===== src/rtl/kcl_pkg.sv =====
package kcl_pkg;

  localparam int unsigned ColW   = 4;
  localparam int unsigned RowW   = 2;
  localparam int unsigned TickW  = 8;
  localparam int unsigned KeyW   = 5;
  localparam int unsigned EntryW = 14;

  localparam logic [TickW-1:0]  DebounceReset = 8'd20;
  localparam logic [EntryW-1:0] CodeReset     = 14'd6789;
  localparam logic [EntryW-1:0] EntryLimit    = 14'd9999;

  localparam logic [KeyW-1:0] KeyDigitLast = 5'd10;
  localparam logic [KeyW-1:0] KeyClear     = 5'd15;
  localparam logic [KeyW-1:0] KeyEnter     = 5'd16;

  typedef enum logic [1:0] {
    CfgDebounce = 2'd0,
    CfgCode     = 2'd1
  } cfg_reg_e;

  typedef enum logic [1:0] {
    StBlank = 2'd0,
    StMatch = 2'd1,
    StError = 2'd2
  } status_e;

  typedef struct packed {
    logic            valid;
    logic [KeyW-1:0] code;
  } key_t;

endpackage


===== src/rtl/kcl_if.sv =====
interface kcl_in_if;
  logic       valid;
  logic       ready;
  logic [3:0] column_levels;

  modport source (output valid, output column_levels, input ready);
  modport sink   (input valid, input column_levels, output ready);
endinterface

interface kcl_out_if;
  logic        valid;
  logic        ready;
  logic [3:0]  row_drive;
  logic        key_event;
  logic [4:0]  key_code;
  logic [13:0] entry_value;
  logic [1:0]  lock_status;

  modport source (output valid, output row_drive, output key_event, output key_code,
                  output entry_value, output lock_status, input ready);
  modport sink   (input valid, input row_drive, input key_event, input key_code,
                  input entry_value, input lock_status, output ready);
endinterface

interface kcl_cfg_if;
  logic        valid;
  logic        ready;
  logic [1:0]  index;
  logic [13:0] data;

  modport source (output valid, output index, output data, input ready);
  modport sink   (input valid, input index, input data, output ready);
endinterface


===== src/rtl/kcl_scan.sv =====
module kcl_scan (
  input  logic                           clk_i,
  input  logic                           rst_ni,
  input  logic                           step_i,
  input  logic [kcl_pkg::ColW-1:0]       cols_i,
  input  logic [kcl_pkg::TickW-1:0]      debounce_i,
  output logic [kcl_pkg::ColW-1:0]       row_drive_o,
  output kcl_pkg::key_t                  key_o
);

  typedef enum logic [1:0] {
    PhScan    = 2'd0,
    PhPress   = 2'd1,
    PhRelease = 2'd2,
    PhSettle  = 2'd3
  } phase_e;

  phase_e                       phase_q, phase_d;
  logic [kcl_pkg::RowW-1:0]     row_q, row_d;
  logic [kcl_pkg::TickW-1:0]    wait_q, wait_d;
  logic [kcl_pkg::KeyW-1:0]     held_q, held_d;
  logic [kcl_pkg::RowW-1:0]     hit_col;
  logic [kcl_pkg::KeyW-1:0]     held_m1;

  assign row_drive_o = ~(kcl_pkg::ColW'(1) << row_q);
  assign held_m1     = held_q - kcl_pkg::KeyW'(1);

  always_comb begin
    priority if (!cols_i[0]) begin
      hit_col = 2'd0;
    end else if (!cols_i[1]) begin
      hit_col = 2'd1;
    end else if (!cols_i[2]) begin
      hit_col = 2'd2;
    end else begin
      hit_col = 2'd3;
    end
  end

  always_comb begin
    phase_d = phase_q;
    row_d   = row_q;
    wait_d  = wait_q;
    held_d  = held_q;
    key_o   = '0;
    if (phase_q == PhScan) begin
      if (cols_i != {kcl_pkg::ColW{1'b1}}) begin
        held_d  = {1'b0, hit_col, row_q} + kcl_pkg::KeyW'(1);
        wait_d  = debounce_i;
        phase_d = PhPress;
      end else begin
        row_d = row_q + kcl_pkg::RowW'(1);
      end
    end else begin
      if (phase_d == PhPress) begin
        if (wait_d != '0) begin
          wait_d = wait_d - kcl_pkg::TickW'(1);
        end
        if (wait_d == '0) begin
          phase_d = PhRelease;
        end
      end
      if (phase_d == PhRelease) begin
        if (cols_i[held_m1[3:2]]) begin
          wait_d  = debounce_i;
          phase_d = PhSettle;
        end
      end else if (phase_d == PhSettle) begin
        if (wait_d != '0) begin
          wait_d = wait_d - kcl_pkg::TickW'(1);
        end
      end
      if (phase_d == PhSettle && wait_d == '0) begin
        key_o.valid = 1'b1;
        key_o.code  = held_q;
        phase_d     = PhScan;
        row_d       = row_q + kcl_pkg::RowW'(1);
      end
    end
  end

  always_ff @(posedge clk_i or negedge rst_ni) begin
    if (!rst_ni) begin
      phase_q <= PhScan;
      row_q   <= '0;
      wait_q  <= '0;
      held_q  <= '0;
    end else if (step_i) begin
      phase_q <= phase_d;
      row_q   <= row_d;
      wait_q  <= wait_d;
      held_q  <= held_d;
    end
  end

endmodule


===== src/rtl/kcl_lock.sv =====
module kcl_lock (
  input  logic                        clk_i,
  input  logic                        rst_ni,
  input  logic                        step_i,
  input  kcl_pkg::key_t               key_i,
  input  logic [kcl_pkg::EntryW-1:0]  stored_code_i,
  output logic [kcl_pkg::EntryW-1:0]  entry_o,
  output kcl_pkg::status_e            status_o
);

  localparam int unsigned ProdW = kcl_pkg::EntryW + 4;

  logic [kcl_pkg::EntryW-1:0] entry_q, entry_d;
  kcl_pkg::status_e           status_q, status_d;
  logic [3:0]                 digit;
  logic [ProdW-1:0]           appended;

  // key 10 is the digit zero
  assign digit = (key_i.code == kcl_pkg::KeyDigitLast) ? 4'd0 : key_i.code[3:0];

  assign appended = {1'b0, entry_q, 3'b000} + {3'b000, entry_q, 1'b0}
                  + {{kcl_pkg::EntryW{1'b0}}, digit};

  always_comb begin
    entry_d  = entry_q;
    status_d = status_q;
    if (key_i.valid) begin
      priority if (key_i.code != '0 && key_i.code <= kcl_pkg::KeyDigitLast) begin
        if (appended <= ProdW'(kcl_pkg::EntryLimit)) begin
          entry_d = appended[kcl_pkg::EntryW-1:0];
        end
      end else if (key_i.code == kcl_pkg::KeyEnter) begin
        status_d = (entry_q == stored_code_i) ? kcl_pkg::StMatch : kcl_pkg::StError;
        entry_d  = '0;
      end else if (key_i.code == kcl_pkg::KeyClear) begin
        status_d = kcl_pkg::StBlank;
        entry_d  = '0;
      end else begin
        entry_d = entry_q;
      end
    end
  end

  assign entry_o  = entry_d;
  assign status_o = status_d;

  always_ff @(posedge clk_i or negedge rst_ni) begin
    if (!rst_ni) begin
      entry_q  <= '0;
      status_q <= kcl_pkg::StBlank;
    end else if (step_i) begin
      entry_q  <= entry_d;
      status_q <= status_d;
    end
  end

endmodule


===== src/rtl/keypad_code_lock_unit.sv =====
// Keypad code lock: every accepted transaction on in_i is one scan tick carrying
// the sampled column lines, and yields exactly one transaction on out_o with the
// row driven during that tick, the key event and the lock state after it. A tick
// can be taken every clock cycle, passes through an input register and then a
// result register, and only backpressure on out_o slows the rate. Debounce
// waits count ticks, not clock cycles. Registers on cfg_i (0: debounce ticks,
// 1: stored code) are always ready, take effect on the next tick, and should be
// written only while no tick is in flight; other indexes are ignored.
module keypad_code_lock_unit (
  input  logic             clk_i,
  input  logic             rst_ni,
  kcl_in_if.sink           in_i,
  kcl_out_if.source        out_o,
  kcl_cfg_if.sink          cfg_i
);

  logic                          in_valid_q;
  logic [kcl_pkg::ColW-1:0]      cols_q;
  logic                          out_valid_q;
  logic                          advance;

  logic [kcl_pkg::TickW-1:0]     debounce_q;
  logic [kcl_pkg::EntryW-1:0]    code_q;

  logic [kcl_pkg::ColW-1:0]      row_drive;
  kcl_pkg::key_t                 key;
  logic [kcl_pkg::EntryW-1:0]    entry;
  kcl_pkg::status_e              status;

  logic [kcl_pkg::ColW-1:0]      row_drive_q;
  kcl_pkg::key_t                 key_q;
  logic [kcl_pkg::EntryW-1:0]    entry_q;
  kcl_pkg::status_e              status_q;

  assign advance     = in_valid_q && (!out_valid_q || out_o.ready);
  assign in_i.ready  = !in_valid_q || advance;
  assign cfg_i.ready = 1'b1;

  always_ff @(posedge clk_i or negedge rst_ni) begin
    if (!rst_ni) begin
      debounce_q <= kcl_pkg::DebounceReset;
      code_q     <= kcl_pkg::CodeReset;
    end else if (cfg_i.valid) begin
      unique case (kcl_pkg::cfg_reg_e'(cfg_i.index))
        kcl_pkg::CfgDebounce: debounce_q <= cfg_i.data[kcl_pkg::TickW-1:0];
        kcl_pkg::CfgCode:     code_q     <= cfg_i.data;
        default: ;
      endcase
    end
  end

  always_ff @(posedge clk_i or negedge rst_ni) begin
    if (!rst_ni) begin
      in_valid_q  <= 1'b0;
      out_valid_q <= 1'b0;
    end else begin
      if (in_i.ready) begin
        in_valid_q <= in_i.valid;
      end
      if (advance) begin
        out_valid_q <= 1'b1;
      end else if (out_o.ready) begin
        out_valid_q <= 1'b0;
      end
    end
  end

  always_ff @(posedge clk_i) begin
    if (in_i.valid && in_i.ready) begin
      cols_q <= in_i.column_levels;
    end
    if (advance) begin
      row_drive_q <= row_drive;
      key_q       <= key;
      entry_q     <= entry;
      status_q    <= status;
    end
  end

  kcl_scan u_scan (
    .clk_i       (clk_i),
    .rst_ni      (rst_ni),
    .step_i      (advance),
    .cols_i      (cols_q),
    .debounce_i  (debounce_q),
    .row_drive_o (row_drive),
    .key_o       (key)
  );

  kcl_lock u_lock (
    .clk_i         (clk_i),
    .rst_ni        (rst_ni),
    .step_i        (advance),
    .key_i         (key),
    .stored_code_i (code_q),
    .entry_o       (entry),
    .status_o      (status)
  );

  assign out_o.valid       = out_valid_q;
  assign out_o.row_drive   = row_drive_q;
  assign out_o.key_event   = key_q.valid;
  assign out_o.key_code    = key_q.code;
  assign out_o.entry_value = entry_q;
  assign out_o.lock_status = status_q;

endmodule


===== src/flat_wrapper.sv =====
// flat-port wrapper written by rule: the top's interface ports become plain ports
module keypad_code_lock_unit_flat 
  (clk_i, rst_ni, in_i_valid, in_i_column_levels, in_i_ready, out_o_valid, out_o_row_drive, out_o_key_event, out_o_key_code, out_o_entry_value, out_o_lock_status, out_o_ready, cfg_i_valid, cfg_i_index, cfg_i_data, cfg_i_ready);
  kcl_in_if in_i_i ();
  kcl_out_if out_o_i ();
  kcl_cfg_if cfg_i_i ();
  input  logic clk_i;
  input  logic rst_ni;
  input wire logic [$bits(in_i_i.valid)-1:0] in_i_valid;
  input wire logic [$bits(in_i_i.column_levels)-1:0] in_i_column_levels;
  output wire logic [$bits(in_i_i.ready)-1:0] in_i_ready;
  output wire logic [$bits(out_o_i.valid)-1:0] out_o_valid;
  output wire logic [$bits(out_o_i.row_drive)-1:0] out_o_row_drive;
  output wire logic [$bits(out_o_i.key_event)-1:0] out_o_key_event;
  output wire logic [$bits(out_o_i.key_code)-1:0] out_o_key_code;
  output wire logic [$bits(out_o_i.entry_value)-1:0] out_o_entry_value;
  output wire logic [$bits(out_o_i.lock_status)-1:0] out_o_lock_status;
  input wire logic [$bits(out_o_i.ready)-1:0] out_o_ready;
  input wire logic [$bits(cfg_i_i.valid)-1:0] cfg_i_valid;
  input wire logic [$bits(cfg_i_i.index)-1:0] cfg_i_index;
  input wire logic [$bits(cfg_i_i.data)-1:0] cfg_i_data;
  output wire logic [$bits(cfg_i_i.ready)-1:0] cfg_i_ready;
  assign in_i_i.valid = in_i_valid;
  assign in_i_i.column_levels = in_i_column_levels;
  assign in_i_ready = in_i_i.ready;
  assign out_o_valid = out_o_i.valid;
  assign out_o_row_drive = out_o_i.row_drive;
  assign out_o_key_event = out_o_i.key_event;
  assign out_o_key_code = out_o_i.key_code;
  assign out_o_entry_value = out_o_i.entry_value;
  assign out_o_lock_status = out_o_i.lock_status;
  assign out_o_i.ready = out_o_ready;
  assign cfg_i_i.valid = cfg_i_valid;
  assign cfg_i_i.index = cfg_i_index;
  assign cfg_i_i.data = cfg_i_data;
  assign cfg_i_ready = cfg_i_i.ready;
  keypad_code_lock_unit u_core (.clk_i(clk_i), .rst_ni(rst_ni), .in_i(in_i_i), .out_o(out_o_i), .cfg_i(cfg_i_i));
endmodule

===== config.mk =====
export PLATFORM = sky130hd
export DESIGN_NAME = keypad_code_lock_unit_flat
export DESIGN_NICKNAME = d
export VERILOG_FILES = /design/src/rtl/kcl_pkg.sv /design/src/rtl/kcl_if.sv /design/src/rtl/kcl_scan.sv /design/src/rtl/kcl_lock.sv /design/src/rtl/keypad_code_lock_unit.sv /design/src/flat_wrapper.sv
export SDC_FILE = /design/constraint.sdc
export NUM_CORES = 1
export LEC_CHECK = 0
export BUFFER_PORTS_ARGS = -buffer_cell sky130_fd_sc_hd__buf_2
export CORE_MARGIN = 8
export CORE_UTILIZATION = 42
export DETAILED_ROUTE_END_ITERATION = 8
export PLACE_DENSITY_LB_ADDON = 0.1
export SLEW_MARGIN = 30
export SYNTH_ARGS = -nofsm -noshare
export SYNTH_HDL_FRONTEND = slang
export SYNTH_SLANG_ARGS = --single-unit
export TNS_END_PERCENT = 50

===== constraint.sdc =====
create_clock -name clk_i -period 6.7 [get_ports clk_i]
set_clock_uncertainty 0.2 [all_clocks]
set_input_delay 1.005 -clock clk_i [delete_from_list [all_inputs] [get_ports clk_i]]
set_output_delay 1.005 -clock clk_i [all_outputs]
set_load 0.03 [all_outputs]

Yosys cells after proc, flatten, opt, wreduce, memory -nomap -nowiden
Cells that the tools add are included.

word-level totals
  flip-flop bits (word level) = 87
  bits of input ports = 25
  word-level logic and storage cells = 106

cells by class
  $add $sub $neg = 7
  magnitude comparators = 3
  equality and inequality tests = 12
  shift operators = 1
  muxes and demuxes = 44
  bitwise gates (word level) = 1
  reductions and logical operators = 22

operators by type and width
  operator                                                number
  two-way mux 8 bit                                       12
  two-way mux 14 bit                                      5
  two-way mux 2 bit                                       19
  adder 17 x 15 -> 18 bit                                 1
  adder 18 x 4 -> 18 bit                                  1
  <= comparator 18 x 14 -> 1 bit (second input constant)  1
  zero test 8 bit                                         2
  nonzero test 8 bit                                      2
  subtractor 8 x 1 -> 8 bit (second input constant)       2
  equality test 14 bit                                    1
  two-way mux 6 bit                                       2
  equality test 5 x 4 -> 1 bit (second input constant)    2
  equality test 2 bit (second input constant)             3
  AND reduction 2 bit                                     3
  AND reduction 3 bit                                     2
  adder 4 x 1 -> 5 bit (second input constant)            1
  equality test 5 bit (second input constant)             1
  <= comparator 5 x 4 -> 1 bit (second input constant)    1
  nonzero test 5 bit                                      1
  equality test 2 x 1 -> 1 bit (second input constant)    2
  logical AND 1 bit                                       4
  zero test 2 bit                                         2
  two-way mux 1 bit                                       4
  two-way mux 4 bit                                       1
  12 further kinds                                        15

Logic depth before layout (Yosys ltp)
Gate-level depths: netlist of run 1.

  depth after elaboration = 23
  mapped depth = 34

Cells and area by module
From an unflattened synthesis of run 1, not the netlist that was laid out.

unflattened totals
  cell total of the unflattened synthesis = 620
  area, all modules = 6119.6 um2

modules (own cells, without submodules)
  module                 instances  cells an instance  area an instance (um2)  seq. area each (um2)
  kcl_lock               1          268                2244.7                  400.4
  kcl_scan               1          265                2015.7                  425.4
  keypad_code_lock_unit  1          87                 1859.3                  1511.4

Worst setup path after synthesis of run 1
No wires, ideal clock.

  path type = reg-to-reg
  from = register u_core.u_scan.wait_q[0] in the netlist's numbering
  to = register u_core.u_lock.entry_q[5] in the netlist's numbering
  library setup time = 0.121 ns
  data arrival time = 6.944 ns
  data required time = 6.379 ns
  slack = -0.565 ns
  stages on the path, launching flop included = 31
  path buffers = 3
  clock period less this slack = 7.265 ns
  path through = dfrtp_1 -> clkbuf_1 -> inv_1 -> ha_1 -> or3b_2 -> nor2_1 -> nor2_1 -> mux2i_1 -> inv_1 -> ha_1 -> and3_1 -> a41oi_1 -> or4b_1 -> and4_1 -> and4_4 -> buf_6 -> and2_1 -> o41a_1 -> fa_1 -> inv_1 -> fa_1 -> nand2b_1 -> a21oi_1 -> a2111oi_0 -> o22a_1 -> or3b_2 -> a211oi_1 -> a21oi_1 -> nand3b_1 -> buf_2 -> a22o_1

RTL lines
  item                      RTL line        source
  start: declaration        kcl_scan.sv:20  logic [kcl_pkg::TickW-1:0] wait_q, wait_d;
  start signal: assignment  kcl_scan.sv:91  wait_q <= wait_d;
  end signal: assignment    kcl_lock.sv:52  entry_q <= entry_d;
  end: declaration          kcl_lock.sv:13  logic [kcl_pkg::EntryW-1:0] entry_q, entry_d;

==> run_results.csv, run 1 <==
group,metric,value,unit
sta,max_clock_freq,150,MHz
logic_synthesis,syn_area,5730,sq um
route,vias,5039,
logic_synthesis,synth.yosys.seq_area_share,0.408,
route,drtIter0Drc,399,
power_and_ir_drop,vdd_ir_drop_max,152,uV
clocking,cts-buffers-inserted,9,
clocking,cts.sinks,87,
run_status,outcome,"complete, no violations",
worst_hold_path,hp-class,"flop to flop",
worst_setup_path,arrival,6.64,ns
clocking,path_clk_slew,0.07,ns
worst_setup_path,critPathBufInv,2,
sta,fin_tns_setup,0,ns
sta,finalCritPeriodShare,0.993,
floorplanning,die_area,17600,sq um
place,place.gp.congestion,0.925,
clocking,clk_latency,0.35,ns
worst_setup_path,cp-start-kind,"flop",
sta,finalSetupViolCount,0,
floorplanning,core,13300,sq um
logic_synthesis,synth_top_family_by_area,"compound AO/OA/AOI/OAI gates",
place,placed_area,6640,sq um
power_and_ir_drop,total_power,0.00260,W
logic_synthesis,synth_nets,641,
logic_synthesis,syn-instance-count,580,
route,finalWirelength,16.8,mm
floorplanning,rows,42,
global_route,gr-total-overflow,0,
logic_synthesis,synth-edff-count,30,
sta,drv_slew,0,
global_route,grt_max_degree,58,
clocking,clock_path_buffers,2,
worst_setup_path,critPathTopFamily,"simple AND/OR/NAND/NOR gates",
sta,hold_viol,0,
sta,rsz0062_at_grt,"yes",
cells_and_area,final_nets,754,
logic_synthesis,ys_seq_elements,87,
worst_setup_path,crit_start,"u_core.u_scan.wait_q[3]$_DFFE_PN0P_",
global_route,track_usage,0.190,
worst_hold_path,worstHoldStart,"u_core.in_valid_q$_DFFE_PN0N_",
worst_setup_path,required,6.68,ns
cells_and_area,final_area,7250,sq um
power_and_ir_drop,pwr_density_cell,359,nW/um^2
place,dp_hpwl,12.7,mm
route,ant_nets,0,
flow_run,max_cap_viol_count,0,
worst_setup_path,max_stage_delay,0.60,ns
clocking,cts_tree,"yes",
logic_synthesis,yosysUniqueCellTypes,78,
logic_synthesis,synth_adder_area_share,0.0812,
cells_and_area,layout_commonest_cell,"buf_4",
sta,slew_headroom,0.396,
worst_setup_path,crit_type,"flop to flop",
worst_setup_path,reg2reg_from,"u_core.u_scan.wait_q[3]$_DFFE_PN0P_",
logic_synthesis,avgSynthCellArea,9.89,sq um
route,post-route-drc-count,0,
clocking,htree_levels,3,
global_route,grt_pass1_wl,26.9,mm
floorplanning,die_y,133,microns
cells_and_area,antenna_cells,0,
cells_and_area,layout-drive-gt1-share,0.341,
place,io_buffers,52,
sta,tightest_slew,0.896,ns
logic_synthesis,yosys_warnings,0,
logic_synthesis,synth_flop_cell,"dfrtp_1",
logic_synthesis,synthArstFlopShare,0.655,
floorplanning,ios,54,
clocking,clock-root-buffer,"clkbuf_16",
cells_and_area,fill_cells,1198,
logic_synthesis,synth_compound_area_frac,0.194,
route,wl_per_cell,19.3,microns
global_route,grt_pass1_vias,5000,
logic_synthesis,synth-xor-area-share,0.0443,
logic_synthesis,synth-simple-area-share,0.174,
logic_synthesis,synth_mux_area_frac,0.0593,
worst_setup_path,end_kind,"flop",
sta,post-route-min-period,6.66,ns
floorplanning,start_util,0.431,
global_route,antenna_found_initial,0,
cells_and_area,layout_common_cells,"buf_4, buf_2, dfrtp_1",
power_and_ir_drop,power.leakage,3.19,nW
cells_and_area,syn_to_final_growth,26.4,%
floorplanning,dieWidth,133,microns
worst_setup_path,critPathMaxFanout,6,
route,firstDrtPassIters,5,
worst_setup_path,cp_slowest_cell,"or4_4",
route,vias_per_cell,5.77,
==> where the power goes <==
group	leakage [nW]	internal (W)	switching [W]
Combinational	2.03	0.000590	0.000748
Clock	0.153	0.000306	0.000228
Sequential	0.999	0.000651	0.0000765
==> metrics by stage <==
stage	util	worst slack, ns	hold slack [ns]	cells
after floorplan	-	0.0373	0.257	580
after global placement	0.499	0.0496	0.273	845
after detailed placement	0.500	-0.156	0.287	845
after CTS	0.527	0.0405	0.303	862
after global routing	0.545	-0.137	0.324	874
final	0.545	0.0439	0.299	874
==> worst register-to-register path, stage by stage (launching register included) <==
cell	delay, ns
dfrtp_1	0.40
or4_4	0.60
nor2_4	0.16
nor2_4	0.06
mux2i_2	0.16
inv_1	0.09
ha_4	0.16
and3_4	0.18
a41oi_2	0.11
or4b_4	0.56
and4_1	0.18
and4_4	0.20
and2_4	0.15
o41a_1	0.13
fa_1	0.57
inv_1	0.06
fa_2	0.37
nand2b_4	0.17
a21oi_4	0.19
a2111oi_4	0.09
o22a_1	0.25
or3b_4	0.40
a211oi_4	0.31
nand2_1	0.13
or2_2	0.39
o21ai_1	0.20
==> registers in the layout, summed over array words and instances, names as in the netlist, 4 cells and up <==
name / flops
u_core.out_o.key_code: 5
u_core.debounce_q: 8
u_core.u_scan.held_q: 5
u_core.out_o.entry_value: 14
u_core.code_q: 14
u_core.out_o.row_drive: 4
u_core.u_lock.entry_q: 14
u_core.u_scan.wait_q: 8
u_core.cols_q: 4
==> synthesized netlist by cell type (all sizes together) (19+ instances only) <==
cell | n | area share
mux2 | 24 | 0.047
nor2 | 30 | 0.020
dfrtp | 49 | 0.21
xnor2 | 20 | 0.031
inv | 25 | 0.016
nand3 | 19 | 0.017
ha | 34 | 0.074
a21oi | 20 | 0.017
clkbuf | 22 | 0.014
nand2 | 38 | 0.025
edfxtp | 30 | 0.16
o21ai | 55 | 0.049
==> path summary, 6_finish.rpt <==
check / end / slack, ns / cells past startpoint
min in group asynchronous: u_core.u_scan.row_q[0]$_DFFE_PN0P_ / 0.60 / 2
worst min-delay path: u_core.out_o.valid$_DFFE_PN0P_ / 0.30 / 1
worst max-delay path: u_core.out_o.entry_value[6]$_DFFE_PP_ / 0.04 / 25
worst max register to register: u_core.out_o.entry_value[6]$_DFFE_PP_ / 0.04 / 25
max in group asynchronous: u_core.u_lock.entry_q[1]$_DFFE_PN0P_ / 5.18 / 2
worst min register to register: u_core.out_o.valid$_DFFE_PN0P_ / 0.30 / 1
==> logic make-up (layout without fill, tap and decap cells) <==
logic type	Yosys count	in the layout
simple gates	181	181
other cells	1	1
compound gates	161	161
flops	87	87
mux	31	31
xor+xnor	29	29
fa+ha+maj	36	36
buf+inv	54	172
==> routing by layer <==
metal,part of all wire,vias to the layer above,track usage
met5,0,-,0
li1,-,2399,-
met2,0.44,174,0.280
met1,0.49,2442,0.269
met3,0.054,24,0.0462
met4,0.017,0,0.0587
==> area by class of cell <==
cell class | count | area (sq um) | area share
Multi-Input combinational cell | 439 | 3420 | 0.472
Clock inverter | 6 | 77.6 | 0.0107
Sequential cell | 87 | 2340 | 0.322
Tap cell | 176 | 220 | 0.0304
Timing Repair Buffer | 131 | 861 | 0.119
Clock buffer | 10 | 239 | 0.0330
Inverter | 25 | 93.8 | 0.0129
==> repair_timing <==
action,CTS,global route
setup buffers,1,12
resized for setup,10,42
pin swaps,5,29
setup endpoints to repair,27,28
hold buffers,0,0
Power figures use the tool's default switching activity.
==> inputs of run 2 (changes only) <==
--- a/config.mk
+++ b/config.mk
@@ -13,5 +13,6 @@
 export SLEW_MARGIN = 30
 export SYNTH_ARGS = -nofsm -noshare
 export SYNTH_HDL_FRONTEND = slang
+export SYNTH_HIERARCHICAL = 1
 export SYNTH_SLANG_ARGS = --single-unit
 export TNS_END_PERCENT = 50
==> run_results.csv, run 2 <==
group,metric,value,unit
run_status,outcome,"complete, no violations",
logic_synthesis,avgSynthCellArea,9.87,sq um
worst_setup_path,cp-start-kind,"flop",
worst_setup_path,critPathBufInv,6,
clocking,clock-root-buffer,"clkbuf_16",
sta,finalSetupViolCount,0,
sta,hold_viol,0,
logic_synthesis,yosys-top-cells-count,"nand2_1, dfrtp_1, o21ai_0, ha_1, edfxtp_1",
logic_synthesis,synth_nets,681,
route,finalWirelength,18.2,mm
worst_setup_path,end_kind,"flop",
cells_and_area,layout-drive-gt1-share,0.363,
global_route,grt_busiest_layer,"met2",
logic_synthesis,synth_most_common_cell,"nand2_1",
logic_synthesis,yosysUniqueCellTypes,89,
global_route,gr-usage-met2,0.291,
route,drtIter0Drc,426,
route,wl_per_cell,19.6,microns
cells_and_area,final_area,7560,sq um
logic_synthesis,synth_flop_cell,"dfrtp_1",
worst_setup_path,arrival,6.49,ns
clocking,path_clk_slew,0.06,ns
route,post-route-drc-count,0,
logic_synthesis,synth_area_leaders,"dfrtp_1, edfxtp_1, ha_1",
logic_synthesis,syn-instance-count,620,
worst_hold_path,hp-class,"flop to flop",
place,io_buffers,52,
route,firstDrtPassIters,5,
power_and_ir_drop,vdd_ir_drop_max,176,uV
global_route,gr-total-overflow,0,
place,dp_hpwl,13.8,mm
cells_and_area,layout_commonest_cell,"buf_4",
global_route,antenna_found_initial,0,
power_and_ir_drop,power.leakage,3.24,nW
clocking,cts-buffers-inserted,9,
worst_setup_path,required,6.68,ns
route,vias,5401,
place,place.gp.congestion,0.993,
worst_setup_path,critPathTopFamily,"simple AND/OR/NAND/NOR gates",
flow_run,max_cap_viol_count,0,
global_route,grt_pass1_wl,28.7,mm
cells_and_area,final_core_util,0.526,
logic_synthesis,synth_top_area_share,0.200,
floorplanning,die_y,137,microns
clocking,clk_latency,0.34,ns
place,placed_area,7020,sq um
sta,post-route-min-period,6.51,ns
route,vias_per_cell,5.82,
worst_setup_path,critPathMaxFanout,10,
floorplanning,core,14400,sq um
clocking,cts_tree,"yes",
worst_setup_path,cp_common_cell,"buf_4",
power_and_ir_drop,pwr_density_cell,303,nW/um^2
floorplanning,rows,44,
clocking,clock_path_buffers,2,
logic_synthesis,synth_largest_area_cell,"dfrtp_1",
cells_and_area,antenna_cells,0,
floorplanning,dieWidth,137,microns
place,dp.cells,904,
sta,slew_headroom,0.429,
sta,fin_tns_setup,0,ns
logic_synthesis,yosys_warnings,6,
clocking,htree_levels,3,
route,ant_nets,0,
logic_synthesis,synthArstFlopShare,0.655,
floorplanning,start_util,0.426,
global_route,grt_max_degree,58,
sta,drv_slew,0,
worst_setup_path,cp_slowest_cell,"fa_1",
logic_synthesis,synth.yosys.seq_area_share,0.382,
global_route,grt_pass1_vias,5276,
floorplanning,die_area,18700,sq um
cells_and_area,layout_common_cells,"buf_4, nand2_1, buf_2",
global_route,track_usage,0.197,
cells_and_area,syn_to_final_growth,23.6,%
sta,finalCritPeriodShare,0.972,
clocking,cts.sinks,87,
worst_setup_path,max_stage_delay,0.49,ns
logic_synthesis,ys_seq_elements,87,
worst_setup_path,crit_type,"flop to flop",
global_route,globalRouteMet3Util,0.0316,
sta,tightest_slew,0.852,ns
global_route,grtUsageMet1,0.287,
logic_synthesis,synth-edff-count,30,
cells_and_area,finalNonFillerCells,928,
sta,max_clock_freq,154,MHz
cells_and_area,final_nets,800,
logic_synthesis,syn_area,6120,sq um
power_and_ir_drop,total_power,0.00229,W
floorplanning,ios,54,
[run 2: metal layers]
layer,up-vias,routed length [microns]
li1,2552,-
met1,2637,8870
met2,192,8050
met3,20,1010
met4,0,245
met5,-,0
[run 2: layout make-up]
cell class / instances / area [sq um]
fill: 1317 / 6810
multi-input combinational: 479 / 3710
sequential: 87 / 2340
timing repair buffer: 136 / 898
tap: 184 / 230
clock buffer: 10 / 229
inverter: 26 / 97.6
clock inverter: 6 / 58.8
[run 2: timing repair]
item | CTS | global route
setup endpoints to repair | 28 | 28
gates cloned | 1 | 1
resized for setup | 8 | 39
pin swaps | 2 | 17
hold buffers | 0 | 0
buffers inserted | 1 | 5
[run 2: cell families (layout without fill, tap and decap cells)]
family / Yosys count / in the layout / synth area share
compound gates: 169 / 169 / 0.198
xor+xnor: 29 / 29 / 0.0415
fa+ha+maj: 36 / 36 / 0.0761
buf+inv: 56 / 178 / 0.0489
flops: 87 / 87 / 0.382
mux: 36 / 36 / 0.0654
other cells: 1 / 1 / 0.000613
simple gates: 206 / 208 / 0.188
[run 2: per-stage QoR]
step / setup slack [ns] / hold slack [ns]
finish: 0.189 / 0.296
global route: -0.0427 / 0.323
CTS: -0.00337 / 0.295
detailed placement: -0.239 / 0.288
global placement: -0.0647 / 0.273
floorplan: 0.000832 / 0.242
[run 2: worst paths after layout]
kind                                                           from                                     to  slack [ns]  cells past startpoint
min in group asynchronous                                    rst_ni  u_core/u_lock/status_q[0]$_DFFE_PN0P_        0.61                      2
worst max register to register  u_core/u_scan/wait_q[0]$_DFFE_PN0P_  u_core/out_o.entry_value[0]$_DFFE_PP_        0.19                     25
worst max-delay path            u_core/u_scan/wait_q[0]$_DFFE_PN0P_  u_core/out_o.entry_value[0]$_DFFE_PP_        0.19                     25
worst min register to register        u_core/in_valid_q$_DFFE_PN0P_         u_core/out_o.valid$_DFFE_PN0P_        0.30                      1
worst min-delay path                  u_core/in_valid_q$_DFFE_PN0P_         u_core/out_o.valid$_DFFE_PN0P_        0.30                      1
max in group asynchronous                                    rst_ni           u_core/code_q[8]$_DFFE_PN0P_        5.18                      2
[run 2: power by group]
group	switching (W)	internal [W]
combinational	0.000587	0.000469
clock	0.000205	0.000287
sequential	0.0000952	0.000649
total	0.000887	0.00140
